===== config.mk =====
export PLATFORM = sky130hd
export DESIGN_NAME = nec_ir_pulse_decoder_unit
export DESIGN_NICKNAME = d
export VERILOG_FILES = /design/src/design/nirpd_pkg.sv /design/src/design/nec_ir_pulse_decoder_unit.sv /design/src/design/nirpd_classify.sv /design/src/design/nirpd_frame.sv
export SDC_FILE = /design/constraint.sdc
export NUM_CORES = 1
export LEC_CHECK = 0
export BUFFER_PORTS_ARGS = -buffer_cell sky130_fd_sc_hd__buf_2
export CAP_MARGIN = 10
export CORE_MARGIN = 1
export CORE_UTILIZATION = 40
export DETAILED_ROUTE_END_ITERATION = 7
export HOLD_SLACK_MARGIN = 0.1
export MAX_ROUTING_LAYER = met4
export SLEW_MARGIN = 40
export SYNTH_ARGS = -nofsm -noshare
export SYNTH_HDL_FRONTEND = slang
export SYNTH_SLANG_ARGS = --single-unit
export TNS_END_PERCENT = 100

===== constraint.sdc =====
create_clock -name clock -period 4.2 [get_ports clock]
set_input_delay 0.21 -clock clock [delete_from_list [all_inputs] [get_ports clock]]
set_output_delay 0.21 -clock clock [all_outputs]
set_load 0.03 [all_outputs]

===== src/design/nirpd_pkg.sv =====
package nirpd_pkg;

   localparam int CFG_W     = 16;
   localparam int CODE_W    = 32;
   localparam int CSR_IDX_W = 3;

   localparam logic [CSR_IDX_W-1:0] REG_HEADER_MIN   = 3'd0;
   localparam logic [CSR_IDX_W-1:0] REG_HEADER_MAX   = 3'd1;
   localparam logic [CSR_IDX_W-1:0] REG_ONE_MIN      = 3'd2;
   localparam logic [CSR_IDX_W-1:0] REG_ONE_MAX      = 3'd3;
   localparam logic [CSR_IDX_W-1:0] REG_ZERO_MIN     = 3'd4;
   localparam logic [CSR_IDX_W-1:0] REG_ZERO_MAX     = 3'd5;
   localparam logic [CSR_IDX_W-1:0] REG_GLITCH_LIMIT = 3'd6;

   localparam logic [CFG_W-1:0] HEADER_MIN_RST   = 16'd0;
   localparam logic [CFG_W-1:0] HEADER_MAX_RST   = 16'hFFFF;
   localparam logic [CFG_W-1:0] ONE_MIN_RST      = 16'd0;
   localparam logic [CFG_W-1:0] ONE_MAX_RST      = 16'd0;
   localparam logic [CFG_W-1:0] ZERO_MIN_RST     = 16'd0;
   localparam logic [CFG_W-1:0] ZERO_MAX_RST     = 16'd0;
   localparam logic [CFG_W-1:0] GLITCH_LIMIT_RST = 16'd3;

   typedef struct packed {
      logic [CFG_W-1:0] header_min;
      logic [CFG_W-1:0] header_max;
      logic [CFG_W-1:0] one_min;
      logic [CFG_W-1:0] one_max;
      logic [CFG_W-1:0] zero_min;
      logic [CFG_W-1:0] zero_max;
      logic [CFG_W-1:0] glitch_limit;
   } cfg_regs_type;

   typedef struct packed {
      logic header;
      logic one;
      logic zero;
      logic above_glitch;
   } win_hit_type;

endpackage


===== src/design/nec_ir_pulse_decoder_unit.sv =====
// An accepted interval goes to the input register; once a frame completes,
// its code goes to the result register on rsp. Throughput: one interval per cycle
// while rsp is not stalled; classify and shift run in one pass.
// Reset (synchronous, active high): idle, both stages empty, window
// registers back to their defaults.
module nec_ir_pulse_decoder_unit #(
   parameter int FRAME_BITS = 32,
   parameter int TICK_WIDTH = 16
) (
   input  logic                             clock,
   input  logic                             reset,
   input  logic                             req_valid,
   output logic                             req_stall,
   input  logic [TICK_WIDTH-1:0]            req_interval_ticks,
   output logic                             rsp_valid,
   input  logic                             rsp_stall,
   output logic [nirpd_pkg::CODE_W-1:0]     rsp_frame_code,
   input  logic                             csr_wr_en,
   input  logic [nirpd_pkg::CSR_IDX_W-1:0]  csr_index,
   input  logic [nirpd_pkg::CFG_W-1:0]      csr_wdata
);
   import nirpd_pkg::*;

   cfg_regs_type            cfg_ff, cfg_in;
   logic                    in_valid_ff, in_valid_in;
   logic [TICK_WIDTH-1:0]   in_ticks_ff;
   logic                    rsp_valid_ff, rsp_valid_in;
   logic [CODE_W-1:0]       rsp_code_ff;
   logic                    advance;
   logic                    step;
   logic                    emit;
   logic [CODE_W-1:0]       frame_code;
   win_hit_type             hit;

   always_comb begin
      cfg_in = cfg_ff;
      if (csr_wr_en) begin
         unique case (csr_index)
            REG_HEADER_MIN:   cfg_in.header_min   = csr_wdata;
            REG_HEADER_MAX:   cfg_in.header_max   = csr_wdata;
            REG_ONE_MIN:      cfg_in.one_min      = csr_wdata;
            REG_ONE_MAX:      cfg_in.one_max      = csr_wdata;
            REG_ZERO_MIN:     cfg_in.zero_min     = csr_wdata;
            REG_ZERO_MAX:     cfg_in.zero_max     = csr_wdata;
            REG_GLITCH_LIMIT: cfg_in.glitch_limit = csr_wdata;
            default:          cfg_in = cfg_ff;
         endcase
      end
   end

   assign advance   = !rsp_valid_ff || !rsp_stall;
   assign step      = in_valid_ff && advance;
   assign req_stall = in_valid_ff && !advance;

   always_comb begin
      in_valid_in  = in_valid_ff && !advance;
      if (req_valid && !req_stall) begin
         in_valid_in = 1'b1;
      end
      rsp_valid_in = (step && emit) || (rsp_valid_ff && rsp_stall);
   end

   nirpd_classify #(
      .TICK_WIDTH (TICK_WIDTH)
   ) u_classify (
      .ticks (in_ticks_ff),
      .cfg   (cfg_ff),
      .hit   (hit)
   );

   nirpd_frame #(
      .FRAME_BITS (FRAME_BITS)
   ) u_frame (
      .clock      (clock),
      .reset      (reset),
      .step       (step),
      .hit        (hit),
      .emit       (emit),
      .frame_code (frame_code)
   );

   always_ff @(posedge clock) begin
      if (reset) begin
         cfg_ff.header_min   <= HEADER_MIN_RST;
         cfg_ff.header_max   <= HEADER_MAX_RST;
         cfg_ff.one_min      <= ONE_MIN_RST;
         cfg_ff.one_max      <= ONE_MAX_RST;
         cfg_ff.zero_min     <= ZERO_MIN_RST;
         cfg_ff.zero_max     <= ZERO_MAX_RST;
         cfg_ff.glitch_limit <= GLITCH_LIMIT_RST;
         in_valid_ff         <= 1'b0;
         rsp_valid_ff        <= 1'b0;
      end else begin
         cfg_ff       <= cfg_in;
         in_valid_ff  <= in_valid_in;
         rsp_valid_ff <= rsp_valid_in;
      end
      if (req_valid && !req_stall) begin
         in_ticks_ff <= req_interval_ticks;
      end
      if (step && emit) begin
         rsp_code_ff <= frame_code;
      end
   end

   assign rsp_valid      = rsp_valid_ff;
   assign rsp_frame_code = rsp_code_ff;

endmodule


===== src/design/nirpd_classify.sv =====
module nirpd_classify #(
   parameter int TICK_WIDTH = 16
) (
   input  logic [TICK_WIDTH-1:0] ticks,
   input  nirpd_pkg::cfg_regs_type cfg,
   output nirpd_pkg::win_hit_type  hit
);
   import nirpd_pkg::*;

   localparam int CMP_W = (TICK_WIDTH > CFG_W) ? TICK_WIDTH : CFG_W;

   logic [CMP_W-1:0] t;

   function automatic logic in_win(input logic [CMP_W-1:0] v,
                                   input logic [CFG_W-1:0] lo,
                                   input logic [CFG_W-1:0] hi);
      logic [CMP_W-1:0] lo_x;
      logic [CMP_W-1:0] hi_x;
      lo_x = CMP_W'(lo);
      hi_x = CMP_W'(hi);
      return (v >= lo_x) && (v <= hi_x);
   endfunction

   always_comb begin
      t                = CMP_W'(ticks);
      hit.header       = in_win(t, cfg.header_min, cfg.header_max);
      hit.one          = in_win(t, cfg.one_min, cfg.one_max);
      hit.zero         = in_win(t, cfg.zero_min, cfg.zero_max);
      hit.above_glitch = t > CMP_W'(cfg.glitch_limit);
   end

endmodule


===== src/design/nirpd_frame.sv =====
module nirpd_frame #(
   parameter int FRAME_BITS = 32
) (
   input  logic                          clock,
   input  logic                          reset,
   input  logic                          step,
   input  nirpd_pkg::win_hit_type        hit,
   output logic                          emit,
   output logic [nirpd_pkg::CODE_W-1:0]  frame_code
);
   import nirpd_pkg::*;

   localparam int CNT_W = $clog2(FRAME_BITS + 1);
   localparam int IDX_W = $clog2(FRAME_BITS);

   logic                  receiving_ff, receiving_in;
   logic [CNT_W-1:0]      count_ff, count_in;
   logic [FRAME_BITS-1:0] word_ff, word_in;
   logic [CNT_W-1:0]      count_inc;
   logic [FRAME_BITS-1:0] word_set;

   always_comb begin
      count_inc    = count_ff + CNT_W'(1);
      word_set     = word_ff | (FRAME_BITS'(1) << count_ff[IDX_W-1:0]);
      receiving_in = receiving_ff;
      count_in     = count_ff;
      word_in      = word_ff;
      emit         = 1'b0;
      if (step) begin
         if (!receiving_ff) begin
            if (hit.header) begin
               receiving_in = 1'b1;
               count_in     = '0;
               word_in      = '0;
            end
         end else begin
            priority if (hit.one) begin
               word_in  = word_set;
               count_in = count_inc;
            end else if (hit.zero) begin
               count_in = count_inc;
            end else if (hit.above_glitch) begin
               receiving_in = 1'b0;
               count_in     = '0;
            end else begin
               // drop a short glitch
               count_in = count_ff;
            end
            if ((hit.one || hit.zero) && count_inc == CNT_W'(FRAME_BITS)) begin
               emit         = 1'b1;
               receiving_in = 1'b0;
               count_in     = '0;
            end
         end
      end
      frame_code = CODE_W'(word_in);
   end

   always_ff @(posedge clock) begin
      if (reset) begin
         receiving_ff <= 1'b0;
         count_ff     <= '0;
      end else begin
         receiving_ff <= receiving_in;
         count_ff     <= count_in;
      end
      word_ff <= word_in;
   end

endmodule

==> reports/results.txt, run 1 <==
Initial antenna violation count = 0
Synth area leaders = dfxtp_1, ha_1, edfxtp_1, nand2_1, a21oi_1
Routed vias/inst = 5.069
Clock Tree Buf Depth = 3
RSZ-0062 raised after global routing = false
Post-CTS setup buffers = 0
Fmax achieved = 0.3189 GHz
Largest net degree at the start of global routing = 98
Final TNS setup = 0 ps
Critical setup path kind = reg2reg
Mux contribution to synthesized area = 0.1043%
Root buf cell = clkbuf_16
Internal power = 0.003362 W
Adder-Cell Fraction of Synth Area = 15.51%
Fin. Hold Viols = 0
Netlist cell types = 51
PwrDens = 389.9 nW/um^2
Area delta synth->final = 19.10%
Hold WC Path Type = in2reg
Net Sw Frac = 24.54%
Synthesized area = 9597 sq um
Top-area cell type share of the netlist area = 31.92%
Final ANT Viol Nets = 0
Status = complete, no violations
Wire per inst = 16.69 um
Die footprint = 24610 sq um
DRC = 0
Synth Net Count = 1248
Most frequent cell after synthesis = nand2_1
Post-synth EDFFs = 48
Die extent in x = 156.9 um
Sw Pwr = 0.001094 W
Total routed wirelength = 25580 um
# rows = 56
Post-layout minimum cycle time = 3136 ps
DP HPWL = 17530 um
Cells after DPL = 1457
Num CTS Buffers = 23
Num ports = 74
Worst Path Max Fanout = 17
GRT Resource Usage Total = 22.15%
Arrival time worst endpoint = 3320 ps
Synth warn = 0
TritonRoute pass-1 iters = 5
Final #Nets = 1356
P_leak = 4.215 nW
Synthesized area per cell = 8.812 sq um
I/O Buffers = 73
IR drop worst, VDD = 0.3064 mV
Flops & latches, synth = 201
Finish-stage setup viols = 0
Xor/xnor cell area share of the yosys netlist = 0.2738%
Clock slew at reported path FFs = 60 ps
Gr ovfl total = 0
Synth Area in Compound Gates = 14.77%
Post-synthesis sequential area ratio = 46.94%
Fillers = 2331
Synth async-reset ratio = 0%
CTS resizes = 0
Power share of the clock group = 43.9%
Synth Area in Simple Gates = 16.47%
Worst clock skew = 20.69 ps
Sink Count = 201
Worst setup EP type = flip-flop
Area leader, netlist = dfxtp_1
H-tree depth = 1
Slew headroom = 41.72%
Comb pwr share = 9.9%
Tcrit/Tclk final = 74.66%
Antenna diode count = 0
DRT iter0 DRCs = 536
Slew Limit Fails = 0
Layout cells sized above 1 = 10.88%
Cells after synthesis = 1089
CP startpoint kind = flip-flop
Final non-filler cell total = 1532
Worst-Margin Slew = 871.8 ps
Vias in the first global route = 7613
Data required, critical path = 4390 ps
Starting Density = 40.88%
# Max-Cap Violations = 0
Reg power frac = 46.2%
Later-pin clock latency in the skew report = 520 ps
Chip height = 156.9 um
DR vias = 7766
CTS tree = built
Core Box Area = 23470 sq um
First-pass GRT wire length = 40440 um
Most used DFF post-synth = dfxtp_1
Leading cell types by count after synthesis = nand2_1, dfxtp_1, a21oi_1
Largest family of logic cells by synthesized area = simple AND/OR/NAND/NOR gates
GPL Wtd Cong = 0.8851
path summary, 6_finish.rpt:
| check | startpoint | to | slack, ps | depth (start not counted) |
|---|---|---|---|---|
| hold / removal | reset | cfg_ff[0] | 210 | 3 |
| setup reg to reg | in_ticks_ff[8] | rsp_frame_code[31] | 1060 | 10 |
| hold reg to reg | cfg_ff[39] | cfg_ff[39] | 450 | 2 |
| setup / recovery | in_ticks_ff[8] | rsp_frame_code[31] | 1060 | 10 |
cells in the final DEF (no fill, tap or decap), types with 23 or more instances in the layout:
cell type,Yosys,final
nand2_1,278,278
edfxtp_1,48,48
clkbuf_16,0,23
dlygate4sd3_1,0,34
o21ai_0,45,45
ha_1,119,119
inv_1,116,115
buf_2,0,73
dfxtp_1,153,153
a21oi_1,134,134
routing by layer:
layer	vias up	global-route usage [%]	share of wire [%]	routed length, um
met5	-	-	0	0
met4	0	7.610	3.0	775
met3	49	2.616	4.7	1212
met2	205	36.87	47	11910
met1	3592	27.80	46	11680
li1	3920	-	-	-
per-stage QoR:
| stage | cell area, sq um | hold slack (ps) | util (%) | setup WS [ps] | total power [W] |
|---|---|---|---|---|---|
| floorplan | 9597 | 308.9 | - | 1040 | 0.002348 |
| global placement | 10320 | 387.5 | 43.97 | 1164 | 0.002500 |
| detailed placement | 10350 | 388.1 | 44.12 | 1126 | 0.002511 |
| CTS | 11420 | 187.0 | 48.67 | 1086 | 0.004491 |
| global route | 11430 | 228.3 | 48.69 | 889.0 | 0.004639 |
| finish | 11430 | 210.7 | 48.69 | 1064 | 0.004456 |
critical path: stages, from the launching register on:
cell	delay, ps
edfxtp_1	560
ha_1	350
nand4_1	210
inv_1	60
a221oi_1	450
o211a_1	200
o22ai_1	150
a21oi_1	340
nand2b_1	130
inv_1	90
buf_4	240
power groups by stage:
stage	registers (W)	logic (W)	clock network [W]
finish	0.00206	0.000440	0.00196
global route	0.00206	0.000495	0.00208
CTS	0.00206	0.000438	0.00200
detailed placement	0.00210	0.000411	0
global placement	0.00210	0.000402	0
floorplan	0.00208	0.000264	0
logic make-up (layout without fill, tap and decap cells):
logic type      Yosys count  after routing
flops                   201            201
xor+xnor                  3              3
compound gates          243            243
mux                       1              1
fa+ha+maj               119            119
simple gates            373            373
buf+inv                 149            273
cell type report:
cell class / count / area [sq um] / share of cell area, %
multi-input combinational: 739 / 4581 / 40.08
sequential: 201 / 4504 / 39.41
timing repair buffer: 116 / 780.7 / 6.831
clock buffer: 34 / 636.9 / 5.572
inverter: 116 / 435.4 / 3.810
tap: 319 / 399.1 / 3.492
clock inverter: 7 / 92.59 / 0.8101
timing repair:
item                                    4_1_cts  5_1_grt
hold buffers                                 34        0
endpoints found under the setup margin        0        0
hold endpoints to repair                    130        0
flip-flops by register name (all words and copies together) (netlist names):
name,count
rsp_valid,1
u_frame.count_ff,6
u_frame.receiving_ff,1
cfg_ff,112
in_ticks_ff,16
u_frame.word_ff,32
rsp_frame_code,32
in_valid_ff,1
Power figures use the tool's default switching activity.
==> run 2: changes to the inputs <==
- clock period: 4.2 -> 3 ns (I/O delays scaled with it)
==> run 2 against run 1 <==
Worst hold slack better by 37 ps. Wire length down 11%. Core utilization increased by 0.59 points. Die area unchanged. Count of clock-buffer cells in the layout shrank 2. Non-clock buffer count up 21. Critical path type unchanged. Maximum frequency is 9.2% higher. Final area increased by 1.2%. Via count is 0.67% lower.
==> reports/results.txt, run 2 (same netlist as run 1, synthesis figures left out) <==
Status = complete, no violations (unchanged)
Gr ovfl total = 0 (unchanged)
Slew headroom = 44.25% (was 41.72%)
GR peak layer = met2 (unchanged)
Most common cell after layout, fill and taps aside = nand2_1 (unchanged)
Final instance area = 11570 sq um (was 11430 sq um)
Most frequent cells in the layout = nand2_1, dfxtp_1, a21oi_1, ha_1, inv_1 (unchanged)
H-tree depth = 1 (unchanged)
DRC = 0 (unchanged)
GPL Wtd Cong = 0.8894 (was 0.8851)
Final #Nets = 1377 (was 1356)
Antenna diode count = 0 (unchanged)
First-pass GRT wire length = 37360 um (was 40440 um)
Reg with most FFs = cfg_ff (unchanged)
TritonRoute pass-1 iters = 5 (unchanged)
Reg-to-reg startpoint = in_ticks_ff[10] (was in_ticks_ff[8])
Worst hold endpoint = cfg_ff[98] (was cfg_ff[0])
Power share of the clock group = 42.5% (was 43.9%)
Met1 usage = 24.56% (was 27.80%)
Fmax achieved = 0.3481 GHz (was 0.3189 GHz)
Reg-to-reg endpoint = rsp_frame_code[9] (was rsp_frame_code[31])
# Max-Cap Violations = 0 (unchanged)
Wire per inst = 14.72 um (was 16.69 um)
Later-pin clock latency in the skew report = 520 ps (about the same)
Clock slew at reported path FFs = 60 ps (about the same)
GRT Resource Usage Total = 19.89% (was 22.15%)
Placed Area = 10480 sq um (was 10350 sq um)
Worst clock skew = 16.92 ps (was 20.69 ps)
Arrival time worst endpoint = 3120 ps (was 3320 ps)
CP max stage delay = 500 ps (was 560 ps)
Critical setup path kind = reg2reg (unchanged)
WHS = 248.2 ps (was 210.7 ps)
Total routed wirelength = 22880 um (was 25580 um)
# rows = 56 (unchanged)
Fin. Hold Viols = 0 (unchanged)
Final ANT Viol Nets = 0 (unchanged)
Worst-Margin Slew = 833.9 ps (was 871.8 ps)
Area delta synth->final = 20.53% (was 19.10%)
Num ports = 74 (unchanged)
Core Box Area = 23470 sq um (unchanged)
Post-layout minimum cycle time = 2873 ps (was 3136 ps)
Worst setup EP type = flip-flop (unchanged)
Comb pwr share = 10.6% (was 9.9%)
Finish-stage setup viols = 0 (unchanged)
Layout cells sized above 1 = 12.31% (was 10.88%)
P_leak = 4.314 nW (was 4.215 nW)
DR vias = 7714 (was 7766)
I/O Buffers = 73 (unchanged)
Vias in the first global route = 7519 (was 7613)
Worst Path Max Fanout = 32 (was 17)
Data required, critical path = 3250 ps (was 4390 ps)
Sink Count = 201 (unchanged)
PwrDens = 526.9 nW/um^2 (was 389.9 nW/um^2)
Final TNS setup = 0 ps (unchanged)
R2R cell count = 9 (was 10)
IR drop worst, VDD = 0.4106 mV (was 0.3064 mV)
Internal power = 0.004585 W (was 0.003362 W)
Max reg flops = 112 (unchanged)
Tcrit/Tclk final = 95.75% (was 74.66%)
GRT met3 Usage = 2.533% (was 2.616%)
Initial antenna violation count = 0 (unchanged)
Slew Limit Fails = 0 (unchanged)
DP HPWL = 16150 um (was 17530 um)
Net Sw Frac = 24.77% (was 24.54%)
R2r setup slk = 130 ps (was 1060 ps)
Root buf cell = clkbuf_16 (unchanged)
Hold WC Path Type = in2reg (unchanged)
Die footprint = 24610 sq um (unchanged)
Slowest-stage cell, CP = or4_4 (was edfxtp_1)
Grt met2 use = 34.24% (was 36.87%)
Largest net degree at the start of global routing = 86 (was 98)
Chip height = 156.9 um (unchanged)
RSZ-0062 raised after global routing = false (unchanged)
DRT iter0 DRCs = 345 (was 536)
Clock Tree Buf Depth = 3 (unchanged)
Worst Hold Path Cells = 5 (was 3)
CTS tree = built (unchanged)
Num CTS Buffers = 23 (unchanged)
Starting Density = 40.88% (unchanged)
Die extent in x = 156.9 um (unchanged)
Sw Pwr = 0.001510 W (was 0.001094 W)
Crit path cell chain = ha_1 -> nand4_1 -> or4_4 -> o221a_2 -> o21ai_4 -> a21oi_1 -> nand2b_1 -> clkinvlp_4 -> buf_12 (was ha_1 -> nand4_1 -> inv_1 -> a221oi_1 -> o211a_1 -> o22ai_1 -> a21oi_1 -> nand2b_1 -> inv_1 -> buf_4)
Worst hold path startpoint = csr_index[0] (was reset)
CP startpoint kind = flip-flop (unchanged)
Reg power frac = 46.8% (was 46.2%)
Routed vias/inst = 4.964 (was 5.069)
==> run 2: cell type report <==
class / instances / area, sq um
timing repair buffer: 137 / 964.7
fill: 2269 / 11910
tap: 319 / 399.1
sequential: 201 / 4504
clock buffer: 32 / 639.4
inverter: 116 / 439.2
multi-input combinational: 739 / 4563
clock inverter: 10 / 57.56
==> run 2: metal layers <==
metal  vias to the layer above  wire [um]
met1                      3566      10680
li1                       3970          -
met5                         -          0
met2                       143      10840
met4                         0        443
met3                        35        914
==> run 2: worst max path at each step <==
stage,startpoint,end,depth (start not counted)
2_1_floorplan,in_ticks_ff[10],rsp_frame_code[0],8
3_3_place_gp,in_ticks_ff[7],rsp_frame_code[9],11
3_5_place_dp,in_ticks_ff[7],rsp_frame_code[21],11
4_1_cts,in_ticks_ff[7],rsp_frame_code[11],11
5_1_grt,in_ticks_ff[10],rsp_frame_code[1],9
6_report,in_ticks_ff[10],rsp_frame_code[9],9
==> run 2: repair_timing <==
action                                  in CTS  in global routing
hold endpoints to repair                   131                  0
endpoints found under the setup margin       0                 40
gates resized for setup                      0                  3
hold buffers                                36                  0
buffers inserted                             0                  2
==> run 2: critical path, delay by kind of cell (launching register included) <==
family	cells	cell delay (ps)
AOI/OAI and AO/OA	3	760
and+or+nand+nor	3	790
buffers and inverters	2	300
DFF	1	390
adders and majority gates	1	340
==> run 2: power groups by stage <==
stage	Clock [W]	Combinational [W]	Sequential (W)
final	0.00259	0.000648	0.00285
after global placement	0	0.000596	0.00291
after detailed placement	0	0.000604	0.00292
after CTS	0.00265	0.000644	0.00286
after floorplan	0	0.000369	0.00292
after global routing	0.00276	0.000737	0.00286
==> run 2: per-stage QoR <==
stage	util (%)	setup WS [ps]	std cells	power (W)
finish	49.28	127.4	1554	0.006094
global route	49.28	3.191	1554	0.006354
CTS	49.15	128.3	1552	0.006146
detailed placement	44.64	165.1	1474	0.003520
global placement	44.63	183.1	1474	0.003509
floorplan	-	3.358	1089	0.003287
==> run 3: changes to the inputs <==
- CORE_MARGIN: 1 -> 2
- clock period: 3 -> 2.8 ns (I/O delays scaled with it)
==> run 3 against run 2 <==
Wire length rose by 5.1%. Clock power rose by 17%. Final area increased by 2.8%. Core utilization up 1.3 points. Worst hold slack worse by 19 ps. Non-clock buffer count rose by 15. Critical path type unchanged. Combinational power rose by 17%. Die area is 2.6% higher. Sequential power increased by 7.4%. Cell count is 1.1% higher. Via count up 0.97%.
==> reports/results.txt, run 3 (same netlist as run 1, synthesis figures left out) <==
First-pass GRT wire length = 39540 um (was 37360 um)
Final Util = 50.53% (was 49.28%)
Wire per inst = 15.31 um (was 14.72 um)
Fin. Hold Viols = 0 (unchanged)
Die extent in x = 158.9 um (was 156.9 um)
Initial antenna violation count = 0 (unchanged)
GPL Wtd Cong = 0.8019 (was 0.8894)
DRT iter0 DRCs = 364 (was 345)
Root buf cell = clkbuf_16 (unchanged)
I/O Buffers = 73 (unchanged)
Critical setup path kind = reg2reg (unchanged)
RSZ-0062 raised after global routing = true (was false)
Fmax achieved = 0.3577 GHz (was 0.3481 GHz)
H-tree depth = 1 (unchanged)
Core Box Area = 23540 sq um (was 23470 sq um)
Later-pin clock latency in the skew report = 520 ps (about the same)
Num CTS Buffers = 24 (was 23)
Slew headroom = 48.37% (was 44.25%)
Antenna diode count = 0 (unchanged)
Data required, critical path = 3060 ps (was 3250 ps)
Final #Nets = 1393 (was 1377)
DR vias = 7789 (was 7714)
Worst-Margin Slew = 772.3 ps (was 833.9 ps)
Comb pwr share = 11.0% (was 10.6%)
Gr ovfl total = 0 (unchanged)
TritonRoute pass-1 iters = 5 (unchanged)
Internal power = 0.005162 W (was 0.004585 W)
Worst clock skew = 10.85 ps (was 16.92 ps)
Routed vias/inst = 4.958 (was 4.964)
DP HPWL = 16800 um (was 16150 um)
R2R cell count = 9 (unchanged)
# rows = 56 (unchanged)
Largest net degree at the start of global routing = 83 (was 86)
Arrival time worst endpoint = 3050 ps (was 3120 ps)
Status = complete, no violations (unchanged)
PwrDens = 575.8 nW/um^2 (was 526.9 nW/um^2)
Reg with most FFs = cfg_ff (unchanged)
Most common cell after layout, fill and taps aside = nand2_1 (unchanged)
Most frequent cells in the layout = nand2_1, dfxtp_1, a21oi_1, ha_1, inv_1 (unchanged)
Reg power frac = 44.6% (was 46.8%)
Starting Density = 40.76% (was 40.88%)
DRC = 0 (unchanged)
Tcrit/Tclk final = 99.86% (was 95.75%)
IR drop worst, VDD = 0.4533 mV (was 0.4106 mV)
Num ports = 74 (unchanged)
Power share of the clock group = 44.3% (was 42.5%)
Worst Path Max Fanout = 32 (unchanged)
Reg-to-reg startpoint = in_ticks_ff[10] (unchanged)
GRT Resource Usage Total = 19.76% (was 19.89%)
Total Power = 0.006850 W (was 0.006094 W)
Worst hold path startpoint = csr_index[1] (was csr_index[0])
Sw Pwr = 0.001688 W (was 0.001510 W)
Total routed wirelength = 24050 um (was 22880 um)
Worst setup EP type = flip-flop (unchanged)
Max reg flops = 112 (unchanged)
Slew Limit Fails = 0 (unchanged)
Post-layout minimum cycle time = 2796 ps (was 2873 ps)
Finish-stage setup viols = 0 (unchanged)
Clock Tree Buf Depth = 3 (unchanged)
Worst Hold Path Cells = 5 (unchanged)
Hold WC Path Type = in2reg (unchanged)
Worst hold endpoint = cfg_ff[32] (was cfg_ff[98])
Clock slew at reported path FFs = 60 ps (about the same)
Layout cells sized above 1 = 14.54% (was 12.31%)
CP startpoint kind = flip-flop (unchanged)
P_leak = 4.451 nW (was 4.314 nW)
Chip height = 158.9 um (was 156.9 um)
Final ANT Viol Nets = 0 (unchanged)
Vias in the first global route = 7781 (was 7519)
Sink Count = 201 (unchanged)
Critical Path Start = in_ticks_ff[10] (unchanged)
R2r setup slk = 4 ps (was 130 ps)
# Max-Cap Violations = 0 (unchanged)
Placed Area = 10590 sq um (was 10480 sq um)
Final instance area = 11900 sq um (was 11570 sq um)
Area delta synth->final = 23.96% (was 20.53%)
Net Sw Frac = 24.64% (was 24.77%)
CTS tree = built (unchanged)
Reg-to-reg endpoint = rsp_frame_code[8] (was rsp_frame_code[9])
Die footprint = 25250 sq um (was 24610 sq um)
-- run 3: stage by stage --
step / setup WS (ps) / hold WS (ps) / instances / TNS, ps
2_1_floorplan: -124.0 / 238.9 / 1089 / -3969
3_3_place_gp: -11.82 / 317.1 / 1484 / -301.6
3_5_place_dp: -76.56 / 318.1 / 1484 / -1689
4_1_cts: -6.690 / 215.2 / 1567 / -148.2
5_1_grt: -122.4 / 256.6 / 1571 / -5008
6_report: 4.026 / 228.9 / 1571 / 0
-- run 3: power by group through the flow --
stage	clock (W)	combinational, W	sequential [W]
after detailed placement	0	0.000679	0.00312
final	0.00304	0.000755	0.00306
after global routing	0.00323	0.000854	0.00306
after floorplan	0	0.000400	0.00313
after global placement	0	0.000661	0.00312
after CTS	0.00309	0.000735	0.00306
-- run 3: layout make-up --
class                           instances  area (sq um)
Clock inverter                          7         68.82
Timing Repair Buffer                  152          1120
Sequential cell                       201          4504
Tap cell                              319         399.1
Multi-Input combinational cell        739          4664
Inverter                              116         439.2
Fill cell                            2290         11650
Clock buffer                           37         700.7
-- run 3: how the worst max path moves through the flow --
stage / end / slack, ps / cells after the start
after detailed placement: rsp_frame_code[26] / -80 / 8
after global placement: rsp_frame_code[5] / -10 / 9
after CTS: rsp_frame_code[3] / -7 / 9
after floorplan: rsp_frame_code[0] / -120 / 8
after global routing: rsp_frame_code[13] / -120 / 9
final: rsp_frame_code[8] / 4 / 9
-- run 3: timing repair --
item                       4_1_cts  5_1_grt
hold buffers                    36        0
hold endpoints to repair       131        0
setup endpoints to repair       56       96
buffers inserted                 3        3
pin swaps                        1        6
gates resized for setup          5       30
cloned                           0        1
-- run 3: worst max-delay path, stage by stage (launching register included) --
cell,delay [ps]
edfxtp_1,470
ha_4,320
nand4_1,120
or4_4,510
o221a_4,280
o21ai_4,270
a21oi_2,110
nand2b_1,150
clkinvlp_4,120
buf_12,180
-- run 3: per-layer routing --
| layer | wire (um) | vias up | GRT usage, % |
|---|---|---|---|
| met3 | 1027 | 42 | 2.691 |
| met1 | 10860 | 3595 | 25.17 |
| met5 | 0 | - | - |
| li1 | - | 4010 | - |
| met4 | 559 | 0 | 5.537 |
| met2 | 11600 | 142 | 33.03 |
